$ cat src/rtl/assert_macros.svh
// ----------------------------------------------------------------------------
// Assertion macros
// Shared concurrent assertion macros for the integral image block.
// ----------------------------------------------------------------------------
`ifndef ASSERT_MACROS_SVH
`define ASSERT_MACROS_SVH

`ifndef NO_ASSERTIONS

// Property that must hold at every clock edge outside reset.
`define IIS_ASSERT(lbl, clk, rst_n, prop, msg) \
  lbl: assert property (@(posedge clk) disable iff (!rst_n) prop) else $error(msg);

// Condition that must never be true at a clock edge outside reset.
`define IIS_ASSERT_NEVER(lbl, clk, rst_n, cond, msg) \
  lbl: assert property (@(posedge clk) disable iff (!rst_n) !(cond)) else $error(msg);

`else

`define IIS_ASSERT(lbl, clk, rst_n, prop, msg)
`define IIS_ASSERT_NEVER(lbl, clk, rst_n, cond, msg)

`endif

`endif

$ cat src/rtl/iis_ram.sv
// ----------------------------------------------------------------------------
// Generic RAM
// One write port and one read port with a registered, enabled read.
// ----------------------------------------------------------------------------
module iis_ram #(
  parameter int Width = 8,
  parameter int Depth = 16,
  localparam int AddrW = (Depth > 1) ? $clog2(Depth) : 1
) (
  input  logic             clk_i,
  input  logic             we_i,
  input  logic [AddrW-1:0] waddr_i,
  input  logic [Width-1:0] wdata_i,
  input  logic             re_i,
  input  logic [AddrW-1:0] raddr_i,
  output logic [Width-1:0] rdata_o
);

  logic [Width-1:0] mem_q [Depth];

  // Write port.
  always_ff @(posedge clk_i) begin
    if (we_i) begin
      mem_q[waddr_i] <= wdata_i;
    end
  end

  // Read port; the data holds while the read is not enabled.
  always_ff @(posedge clk_i) begin
    if (re_i) begin
      rdata_o <= mem_q[raddr_i];
    end
  end

endmodule

$ cat config.mk
export PLATFORM = sky130hd
export DESIGN_NAME = iis_ram
export DESIGN_NICKNAME = d
export VERILOG_FILES = /design/src/rtl/assert_macros.svh /design/src/rtl/iis_ram.sv
export SDC_FILE = /design/constraint.sdc
export NUM_CORES = 1
export LEC_CHECK = 0
export ABC_AREA = 1
export BUFFER_PORTS_ARGS = -buffer_cell sky130_fd_sc_hd__buf_2
export CAP_MARGIN = 20
export CORE_MARGIN = 10
export CORE_UTILIZATION = 40
export DETAILED_ROUTE_END_ITERATION = 8
export PLACE_DENSITY = 0.6
export SYNTH_ARGS = -nofsm -noshare
export SYNTH_HDL_FRONTEND = slang
export SYNTH_SLANG_ARGS = --single-unit
$ cat constraint.sdc
create_clock -name clk_i -period 1.25 [get_ports clk_i]
set_input_delay 0.25 -clock clk_i [delete_from_list [all_inputs] [get_ports clk_i]]
set_output_delay 0.25 -clock clk_i [all_outputs]
set_load 0.1 [all_outputs]
After elaboration in Yosys (flattened, before gate mapping)
Memory sizes are Yosys's and may differ from the RTL's. A register that Yosys moved wholly into a read port is not among the register bits.
Cells that the tools add are included.

storage, ports and cells
  word-level logic and storage cells = 3
  memories kept = 1
  bits in registers = 0
  latch bits = 0
  memory bits (writable) = 128
  ROM bits = 0
  output and inout port bits = 8

cells by class
  magnitude comparators = 0
  eq/ne operators = 0
  divide/modulo/power cells = 0
  $add $sub $neg = 0
  multiply operators = 0
  shift operators = 0
  bitwise logic cells = 0
  reductions and logical operators = 0
  multiplexer cells = 2

memories
  name   words  width  rd ports  clocked after Yosys merged registers in  write ports  line           source
  mem_q  16     8      1         1                                        1            iis_ram.sv:19  logic [Width-1:0] mem_q [Depth];

operators by type and width
  operator  number
  $mux W1   2

Longest topological paths before layout
  word-level depth = 2
  gate-level depth with buffers = 8

Least setup slack after synthesis
Ideal clock, no wire load.

  path type = input-to-reg
  from = input port waddr_i[3]
  to = memory mem_q[4][0], enable pin
  path buffers = 0
  setup slack = 0.049 ns
  stages on the path = 2
  data arrival time = 0.831 ns
  required time = 0.880 ns
  setup time = 0.370 ns
  cell sequence = nand3b_1 > nor2_1

RTL lines
  what         line           source
  from (decl)  iis_ram.sv:12  input logic [AddrW-1:0] waddr_i,
  to (decl)    iis_ram.sv:19

No word-level cell before the write port.

Final worst setup path
  from = register rdata_o[1], read port of mem_q
  to = output port rdata_o[1]

RTL lines
  what         line           source
  from (decl)  iis_ram.sv:16  output logic [Width-1:0] rdata_o

No word-level cell between the ends.

==> impl_metrics.json <==
{
  "ios": 27,
  "setup_ws_ps": -77.72,
  "wl_per_cell_um": 16.68,
  "clockPowerShare_pct": 44.9,
  "layout-drive-gt1-share_pct": 14.29,
  "status": "complete, but fails checks",
  "worstHoldPathType": "in2reg",
  "cp.required_ps": 1000,
  "path_cells": "buf_12",
  "fin_worst_skew_ps": 5.295,
  "postSynthCellCount": 551,
  "num_rows": 44,
  "firstDrtPassIters": 5,
  "cts_buffers": 17,
  "net-switching-power_mw": 2.474,
  "fin_util_pct": 49.03,
  "clk_pin_slew_ps": 60,
  "worst-path-buf-inv": 1,
  "gp_congestion": 0.8554,
  "finalWirelength_mm": 13.35,
  "p_int_mw": 8.535,
  "post_drt_via_cell_ratio": 4.809,
  "ff2ff_setup_slack_ps": 80,
  "tightest_slew_ps": 381.8,
  "cp-end-kind": "primary output",
  "grt_pass1_wl_mm": 21.33,
  "cts_tree": "yes",
  "setup.worst_path.class": "reg2out",
  "die-height_um": 140.9,
  "combPwrFrac_pct": 8.1,
  "fmax_mhz": 753.2,
  "cp_max_fo": 1,
  "syn_area_per_cell_um2": 10.61,
  "synth-seq-area-share_pct": 69.85,
  "clockRootBuffer": "clkbuf_16",
  "syn_nets": 570,
  "violations": "setup timing",
  "p_leak_nw": 3.044,
  "syn2layout_area_growth_pct": 20.95,
  "switching_share_pct": 22.47,
  "regArea_um2": 4084,
  "use_met1_pct": 17.52,
  "fillCellCount": 1313,
  "synth_cell_type_count": 11,
  "layout_common_cells": "173 x nand2_1, 136 x edfxtp_1, 100 x inv_1",
  "first_iter_violations": 347,
  "finalCritPeriodShare_pct": 106.2,
  "setup_viol": 8,
  "cts_buffer_depth": 2,
  "clock_latency_ps": 420,
  "start_kind": "flip-flop",
  "coreArea_um2": 14420,
  "ys_ff_latch": 136,
  "final_common_cell": "nand2_1",
  "overflow": 0,
  "syn-cell-area_um2": 5847,
  "grt_start_max_net_pins": 40,
  "yosys_warnings": 0,
  "cts_sinks": 136,
  "busiest_layer": "met2",
  "nets": 622,
  "htreeDepth": 4,
  "use_met3_pct": 3.426,
  "post-route-drc-count": 0,
  "ir_worst_vdd_mv": 0.9875,
  "chipWidth_um": 140.9,
  "dp_hpwl_mm": 8.860,
  "cp.arrival_ps": 1080,
  "antenna_found_initial": 0,
  "critical_path.max_stage_delay_ps": 450,
  "antenna_left": 0,
  "pwr-share-seq_pct": 47.1,
  "min_period_ps": 1328,
  "p_per_area_nw_per_um2": 1557,
  "via_count": 3847,
  "drv_slew": 0,
  "start_util_pct": 40.54,
  "postCtsSetupRepairBufs": 0,
  "hold_viol_final": 0,
  "cts_hold_buffers": 0,
  "crit_path_top_delay_cell": "edfxtp_1",
  "grt_pass1_vias": 3847,
  "whs_ps": 187.5,
  "diodes": 0,
  "max_slew_margin_pct": 74.55,
  "port_buffers": 26,
  "maxCapViolations": 0,
  "grt_util_all_layers_pct": 14.18,
  "die_area_um2": 19850,
  "grt_use_met2_pct": 23.18,
  "cp_top_family": "flip-flops",
  "grt_setup_unrepaired": "true",
  "multi_input_area_um2": 1219
}
flip-flops by register name (all words and copies together) (netlist names):
name and cells:
rdata_o 8, mem_q 128
through the flow:
| step | power [mW] | setup TNS, ps | std cells | area, um^2 | setup slack, ps |
|---|---|---|---|---|---|
| after floorplan | 5.776 | 0 | 551 | 5847 | 49.16 |
| after global placement | 6.162 | -2514 | 768 | 6481 | -183.6 |
| after detailed placement | 6.171 | -3030 | 768 | 6481 | -201.2 |
| after CTS | 11.07 | -450.6 | 800 | 7067 | -82.78 |
| after global routing | 11.37 | -511.4 | 800 | 7072 | -99.14 |
| final | 11.01 | -310.8 | 800 | 7072 | -77.72 |
cell type report:
class,count,share of cell area (%)
clock buffer,18,6.069
clock inverter,14,2.212
inverter,102,5.414
multi-input combinational,289,17.23
sequential,136,57.75
tap,184,3.255
timing repair buffer,57,8.068
path summary, 6_finish.rpt:
| check | startpoint | end | cells past startpoint |
|---|---|---|---|
| worst max-delay path | rdata_o[1]$_DFFE_PP_ | rdata_o[1] | 1 |
| worst min-delay path | re_i | rdata_o[2]$_DFFE_PP_ | 1 |
| worst max register to register | mem_q[3][7]$_DFFE_PP_ | rdata_o[7]$_DFFE_PP_ | 6 |
| worst min register to register | mem_q[13][2]$_DFFE_PP_ | rdata_o[2]$_DFFE_PP_ | 6 |
what timing repair did:
item                                    in CTS  in global routing
endpoints found under the setup margin       8                  9
cloned                                       0                  0
gates resized for setup                      0                  1
synthesized netlist by cell type, drive strengths merged:
cell    number  area [um^2]
nand2      173        649.4
nand3       97        485.5
buf         24        166.4
edfxtp     136         4084
nor2        17        63.81
nand3b       2        15.01
inv        102        382.9
power groups by stage:
stage | clock network [mW] | registers (mW) | logic [mW]
4_1_cts | 4.99 | 5.18 | 0.898
5_1_grt | 5.21 | 5.19 | 0.973
2_1_floorplan | 0 | 5.42 | 0.360
6_report | 4.94 | 5.18 | 0.886
3_3_place_gp | 0 | 5.27 | 0.888
3_5_place_dp | 0 | 5.28 | 0.895
layer usage:
layer	up-vias	share of wire, %	routed length (um)
met4	0	1.9	252
met3	17	4.0	538
met2	99	48	6435
li1	1885	-	-
met1	1846	46	6120
met5	-	0	0
cell families (layout without fill, tap and decap cells):
| kind of cell | count (synthesis) | in the layout | synth area share (%) |
|---|---|---|---|
| flops | 136 | 136 | 69.85 |
| simple gates | 289 | 289 | 20.76 |
| buf+inv | 126 | 191 | 9.394 |
No activity file was read; power rests on OpenSTA's default activity.
