===== src/rtl/assert_macros.svh =====
// ----------------------------------------------------------------------------
// Assertion macros
// Shared concurrent assertion macros for the integral image block.
// ----------------------------------------------------------------------------
`ifndef ASSERT_MACROS_SVH
`define ASSERT_MACROS_SVH

`ifndef NO_ASSERTIONS

// Property that must hold at every clock edge outside reset.
`define IIS_ASSERT(lbl, clk, rst_n, prop, msg) \
  lbl: assert property (@(posedge clk) disable iff (!rst_n) prop) else $error(msg);

// Condition that must never be true at a clock edge outside reset.
`define IIS_ASSERT_NEVER(lbl, clk, rst_n, cond, msg) \
  lbl: assert property (@(posedge clk) disable iff (!rst_n) !(cond)) else $error(msg);

`else

`define IIS_ASSERT(lbl, clk, rst_n, prop, msg)
`define IIS_ASSERT_NEVER(lbl, clk, rst_n, cond, msg)

`endif

`endif


===== src/rtl/iis_pkg.sv =====
// ----------------------------------------------------------------------------
// Integral image package
// Widths, defaults, register indexes and shared types of the integral image.
// ----------------------------------------------------------------------------
package iis_pkg;

  // Pixel and sum widths.
  localparam int PixelBits = 8;
  localparam int SqBits    = 2 * PixelBits;
  localparam int SumW      = 37;
  localparam int AreaW     = 36;

  // Configuration port.
  localparam int CfgAddrW = 2;
  localparam int CfgDataW = 11;

  // Frame geometry defaults; DimW covers the largest supported dimension.
  localparam int DefaultMaxWidth  = 1024;
  localparam int DefaultMaxHeight = 1024;
  localparam int ResetDim         = 1024;
  localparam int DimW             = 12;

  // Register indexes.
  typedef enum logic [CfgAddrW-1:0] {
    RegImageWidth  = 2'd0,
    RegImageHeight = 2'd1,
    RegSquareMode  = 2'd2
  } cfg_reg_e;

  // Clamped frame geometry and mode handed to the datapath.
  typedef struct packed {
    logic [DimW-1:0] last_col;
    logic [DimW-1:0] last_row;
    logic            square;
  } cfg_t;

endpackage


===== src/rtl/iis_cfg.sv =====
// ----------------------------------------------------------------------------
// Integral image configuration
// Register file that stores the frame geometry already clamped to its range.
// ----------------------------------------------------------------------------
module iis_cfg import iis_pkg::*; #(
  parameter int MaxImageWidth  = DefaultMaxWidth,
  parameter int MaxImageHeight = DefaultMaxHeight
) (
  input  logic                clk_i,
  input  logic                rst_ni,
  input  logic                cfg_we_i,
  input  logic [CfgAddrW-1:0] cfg_addr_i,
  input  logic [CfgDataW-1:0] cfg_wdata_i,
  output cfg_t                cfg_o
);

  localparam int ResetW = (ResetDim < MaxImageWidth) ? ResetDim : MaxImageWidth;
  localparam int ResetH = (ResetDim < MaxImageHeight) ? ResetDim : MaxImageHeight;

  logic [DimW-1:0] last_col_q, last_col_d;
  logic [DimW-1:0] last_row_q, last_row_d;
  logic            square_q, square_d;
  logic [DimW-1:0] clamp_w, clamp_h;

  // Zero counts as one, anything above the maximum as the maximum.
  always_comb begin
    if (cfg_wdata_i == '0) begin
      clamp_w = '0;
    end else if (32'(cfg_wdata_i) > 32'(MaxImageWidth)) begin
      clamp_w = DimW'(MaxImageWidth - 1);
    end else begin
      clamp_w = DimW'(cfg_wdata_i - 1'b1);
    end
    if (cfg_wdata_i == '0) begin
      clamp_h = '0;
    end else if (32'(cfg_wdata_i) > 32'(MaxImageHeight)) begin
      clamp_h = DimW'(MaxImageHeight - 1);
    end else begin
      clamp_h = DimW'(cfg_wdata_i - 1'b1);
    end
  end

  // Register decode; unknown indexes are ignored.
  always_comb begin
    last_col_d = last_col_q;
    last_row_d = last_row_q;
    square_d   = square_q;
    if (cfg_we_i) begin
      unique case (cfg_reg_e'(cfg_addr_i))
        RegImageWidth:  last_col_d = clamp_w;
        RegImageHeight: last_row_d = clamp_h;
        RegSquareMode:  square_d   = cfg_wdata_i[0];
        default: ;
      endcase
    end
  end

  always_ff @(posedge clk_i or negedge rst_ni) begin
    if (!rst_ni) begin
      last_col_q <= DimW'(ResetW - 1);
      last_row_q <= DimW'(ResetH - 1);
      square_q   <= 1'b0;
    end else begin
      last_col_q <= last_col_d;
      last_row_q <= last_row_d;
      square_q   <= square_d;
    end
  end

  assign cfg_o = '{last_col: last_col_q, last_row: last_row_q, square: square_q};

endmodule


===== config.mk =====
export PLATFORM = sky130hd
export DESIGN_NAME = iis_cfg
export DESIGN_NICKNAME = d
export VERILOG_FILES = /design/src/rtl/assert_macros.svh /design/src/rtl/iis_pkg.sv /design/src/rtl/iis_cfg.sv
export SDC_FILE = /design/constraint.sdc
export NUM_CORES = 1
export LEC_CHECK = 0
export BUFFER_PORTS_ARGS = -buffer_cell sky130_fd_sc_hd__buf_2
export CAP_MARGIN = 20
export CORE_MARGIN = 2
export CORE_UTILIZATION = 55
export CTS_CLUSTER_SIZE = 16
export DETAILED_ROUTE_END_ITERATION = 6
export PLACE_DENSITY = 0.84
export SLEW_MARGIN = 0
export SYNTH_ARGS = -nofsm -noshare
export SYNTH_HDL_FRONTEND = slang
export SYNTH_SLANG_ARGS = --single-unit

===== constraint.sdc =====
create_clock -name clk_i -period 1.7 [get_ports clk_i]
set_clock_uncertainty 0.15 [all_clocks]
set_input_delay 0 -clock clk_i [delete_from_list [all_inputs] [get_ports clk_i]]
set_output_delay 0 -clock clk_i [all_outputs]
set_load 0.01 [all_outputs]

# Word-level counts from Yosys, hierarchy flattened

Cells that the tools add are included.

Add/subtract/negate cells: 1
$lt $le $gt $ge: 1
Equal/unequal tests: 2
Muxes and demuxes: 2
Reductions and logical operators: 5

Operators with widths:

| cell                                                                   | number |
|---|---|
| 12-bit two-way mux                                                     | 2 |
| 11-bit by 1-bit subtractor with 12-bit output (second input constant)  | 1 |
| 11-bit greater-than comparator (second input constant)                 | 1 |
| 11-bit zero test                                                       | 1 |
| 2-bit AND reduction                                                    | 3 |
| 2-bit by 1-bit equality test with 1-bit output (second input constant) | 1 |
| 2-bit equality test (second input constant)                            | 1 |
| 2-bit zero test                                                        | 1 |

Flip-flop bits (word level): 25
Output and inout bits: 25

# Depth between registers and ports, before layout

Depth in word-level cells: 3
Depth in mapped cells: 6

# Least setup slack after synthesis

Ideal clock, no wire load.

Path type: input port to flip-flop
From: input cfg_wdata_i[0]
To: register last_row_q[1]
Setup time: 0.086 ns
Arrival time: 1.132 ns
Data required time: 1.464 ns
Path slack: 0.332 ns
Stages on the path: 6
Path buffers: 0
Cell sequence: inv_1 -> ha_1 -> nor4b_4 -> and3_4 -> maj3_2 -> o21ai_1

Cells in the longest elaborated chain, start to end: 3

Ends and longest elaborated chain:

| element                                                                                                | line                         | RTL |
|---|---|---|
| start: declaration                                                                                     | iis_cfg.sv:13                | `input logic [CfgDataW-1:0] cfg_wdata_i,` |
| 11-bit by 1-bit subtractor with 12-bit output / 11-bit greater-than comparator (equally long branches) | iis_cfg.sv:39, iis_cfg.sv:36 |  |
| 12-bit two-way mux                                                                                     | iis_cfg.sv:36                | `end else if (32'(cfg_wdata_i) > 32'(MaxImageHeight)) begin` |
| 12-bit two-way mux (*)                                                                                 | iis_cfg.sv:34                | `if (cfg_wdata_i == '0) begin` |
| end signal: assignment                                                                                 | iis_cfg.sv:61                | `last_row_q <= DimW'(ResetH - 1);` |
| end signal: assignment                                                                                 | iis_cfg.sv:65                | `last_row_q <= last_row_d;` |
| end: declaration                                                                                       | iis_cfg.sv:21                | `logic [DimW-1:0] last_row_q, last_row_d;` |

Every way passes the cells marked *; elsewhere a longest branch is shown, timed or not.
A chain may end at the register's enable or synchronous reset.

# Worst setup path after layout

From: input cfg_wdata_i[6]
To: register last_col_q[11]

Cells in the longest elaborated chain, start to end: 3

Ends and longest elaborated chain:

| element                                                                                                | line                         | RTL |
|---|---|---|
| 11-bit by 1-bit subtractor with 12-bit output / 11-bit greater-than comparator (equally long branches) | iis_cfg.sv:32, iis_cfg.sv:29 |  |
| 12-bit two-way mux                                                                                     | iis_cfg.sv:29                | `end else if (32'(cfg_wdata_i) > 32'(MaxImageWidth)) begin` |
| 12-bit two-way mux (*)                                                                                 | iis_cfg.sv:27                | `if (cfg_wdata_i == '0) begin` |
| end signal: assignment                                                                                 | iis_cfg.sv:60                | `last_col_q <= DimW'(ResetW - 1);` |
| end signal: assignment                                                                                 | iis_cfg.sv:64                | `last_col_q <= last_col_d;` |
| end: declaration                                                                                       | iis_cfg.sv:20                | `logic [DimW-1:0] last_col_q, last_col_d;` |

Marks and branches as above.

==> reports/qor.csv <==
metric,value,unit
outcome,"complete, but fails checks",
failing checks,hold timing,
CP endpoint,last_col_q[11],
number of global-route vias before repair,1245,
pin count of the biggest net entering global routing,26,
WHS,-0.003620,ns
Yosys Warn Count,0,
final count of pins violating max slew,0,
Overflow after GRT,0,
TritonCTS clock tree,done,
CP endpoint kind,flip-flop,
I/O Buffers,40,
antenna cells,0,
Die H,54.48,um
Slew @ Worst Pin,0.5265,ns
area of the core,0.002455,mm2
routing usage on met2,45.78,%
Max Buffers Root-to-Sink,2,
CP Data Required Time,1.80,ns
Max Fanout on Critical Path,4,
reg2reg end,square_q,
drt total wl,3.562,mm
Skew-Pair Late Insertion Delay,0.34,ns
Post-Synthesis Cells,144,
vias per cell,5.925,
DP HPWL,2.682,mm
# IOs,41,
Pleak,0.7678,nW
Area Growth Syn to Fin,28.12,%
first-pass GRT wire length,5.720,mm
Die Wd,54.48,um
pwr/cell area,809.0,mW/mm2
Num CTS Buffers,3,
Tmin final,1.643,ns
router iterations before antenna repair,4,
Synth Flop Type,dfstp_2,
post-route clock period utilization,96.67,%
critical path arrival,1.74,ns
CTS sink cnt,25,
Finished Layout Cells,227,
ANT nets after route,0,
total DRC errors in the routed layout,0,
R2R depth,3,
Finished Core Util,73.14,%
Post-Syn Area,0.001401,mm2
crit path launch type,input pin,
final RePlAce weighted congestion,0.9184,
RSZ-0062 raised after global routing,no,
Initial Utilization,57.08,%
Setup CP Type,in -> reg,
met3 Use GR,3.005,%
post-synthesis async set-or-reset flop share,100.0,%
initial drt markers,48,
Worst Hold Class,in -> async,
register area share after synthesis,46.43,%
Slew Limit Headroom,64.90,%
M1 GR Usage,35.49,%
endpoints failing setup,0,
CTS clock-pin slew for the worst setup and hold paths,0.15,ns
H-tree depth,1,
Final nets,216,
total nets after synthesis,162,
number of vias in the routed layout,1345,
fmax,608.5,MHz
detail-routed net length per standard cell,15.69,um
Hold Fails Final Rpt,1,
initial antenna violation count,0,
syn_area_per_cell,9.732,um2
Core Rows,18,
CP startpoint,cfg_wdata_i[6],
Max VDD drop,0.5475,mV
setup_tns,0,ns
# fillers,185,
Clock Root Buffer,clkbuf_4,
total of max-cap violations,0,
Top Usage Layer GRT,met2,
share of cells above drive strength 1,39.59,%
Post-synth EDFFs,0,
dpl cells,207,
internal reg-to-reg setup slack,0.33,ns
FF+latch area,650.6,um2
Cell variety after synth,46,
Reg2Reg Launch Point,square_q,
GRT Overall Usage,27.20,%
DIE AREA,0.002968,mm2
Seq cells post-synth,25,
footprint of the multi-input gates,696.9,um2
==> Yosys cell counts (2+ instances only) <==
cell type	n	share of area, %
nor4_1	2	0.89
nor4_4	2	3.0
dfrtp_1	5	8.9
clkbuf_1	2	0.54
dfstp_2	20	37
o21ai_1	7	2.5
nor3_1	2	0.71
o31ai_1	4	2.1
xnor2_1	2	1.3
nand3b_1	2	1.1
nand3_1	3	1.1
o21ai_0	14	5.0
o221ai_1	2	1.3
or3_1	2	0.89
nor3b_1	2	1.1
buf_4	2	1.1
o311ai_0	2	1.3
nand2b_1	2	0.89
inv_1	4	1.1
buf_2	2	0.71
ha_1	2	1.8
nand2_1	26	7.0
a21oi_1	6	2.1
a31oi_1	2	0.89
nor2_1	4	1.1
==> state kept, by name, indices dropped and copies added (netlist names) <==
signal and cells:
last_row_q 12, square_q 1, last_col_q 12
==> metal layers <==
metal | vias up | part of all wire (%)
met5 | - | 0
met4 | 0 | 2.6
met3 | 11 | 6.3
met2 | 69 | 49
met1 | 631 | 42
li1 | 634 | -
==> power by group <==
group | leakage [nW] | internal [mW] | total (mW) | switching (mW)
logic | 0.475 | 0.166 | 0.385 | 0.219
clock network | 0.0139 | 0.0903 | 0.280 | 0.190
registers | 0.279 | 0.741 | 0.787 | 0.0461
==> stage by stage <==
stage	power [mW]	area (um2)	setup WS, ns
2_1_floorplan	0.9855	1401	0.3320
3_3_place_gp	1.130	1605	0.1054
3_5_place_dp	1.151	1605	-0.03440
4_1_cts	1.454	1785	0.02214
5_1_grt	1.544	1795	0.005629
6_report	1.452	1795	0.05662
==> logic make-up after synthesis <==
logic type	after synthesis	synth area share, %
buffers and inverters	12	4.017
xor gates and xnor gates	3	1.875
AOI/OAI and AO/OA	45	20.18
adders and majority gates	4	3.303
and+or+nand+nor	55	24.20
DFF	25	46.43
==> critical path, stage by stage <==
cell,delay [ns]
dlygate4sd3_1,0.54
buf_2,0.16
or4_4,0.46
nor4_4,0.20
nand3_1,0.17
o21ai_0,0.20
==> area by class of cell <==
type	count	share of cell area (%)
Timing Repair Buffer	57	20.35
Sequential cell	25	36.24
Multi-Input combinational cell	107	38.82
Clock buffer	3	1.254
Tap cell	30	2.091
Inverter	4	0.8362
Clock inverter	1	0.4181
==> cell usage in the layout (no fill, tap or decap), drive strengths merged, types with 2 or more instances in the layout <==
cell type	n
nor3b	2
nor4	4
clkbuf	3
ha	2
dfstp	20
o311ai	2
and3	2
nand2	26
nor2	4
buf	42
dfrtp	5
dlygate4sd3	15
nand2b	2
inv	4
a21oi	6
nand3	4
nor3	2
a31oi	2
xnor2	2
maj3	2
o221ai	2
o31ai	5
nand3b	2
o21ai	21
or3	2
==> repair_timing <==
item | CTS | global route
setup buffers | 0 | 1
resized for setup | 0 | 1
endpoints found under the hold margin | 42 | 0
setup endpoints to repair | 0 | 10
hold buffers | 15 | 0
==> how the worst min path moves through the flow <==
stage	endpoint	cells past startpoint
after CTS	last_row_q[10]	2
final	last_row_q[10]	2
after global routing	last_col_q[8]	3
after global placement	square_q	1
after floorplan	last_col_q[10]	0
after detailed placement	last_row_q[11]	1
(Power assumes the default switching activity.)
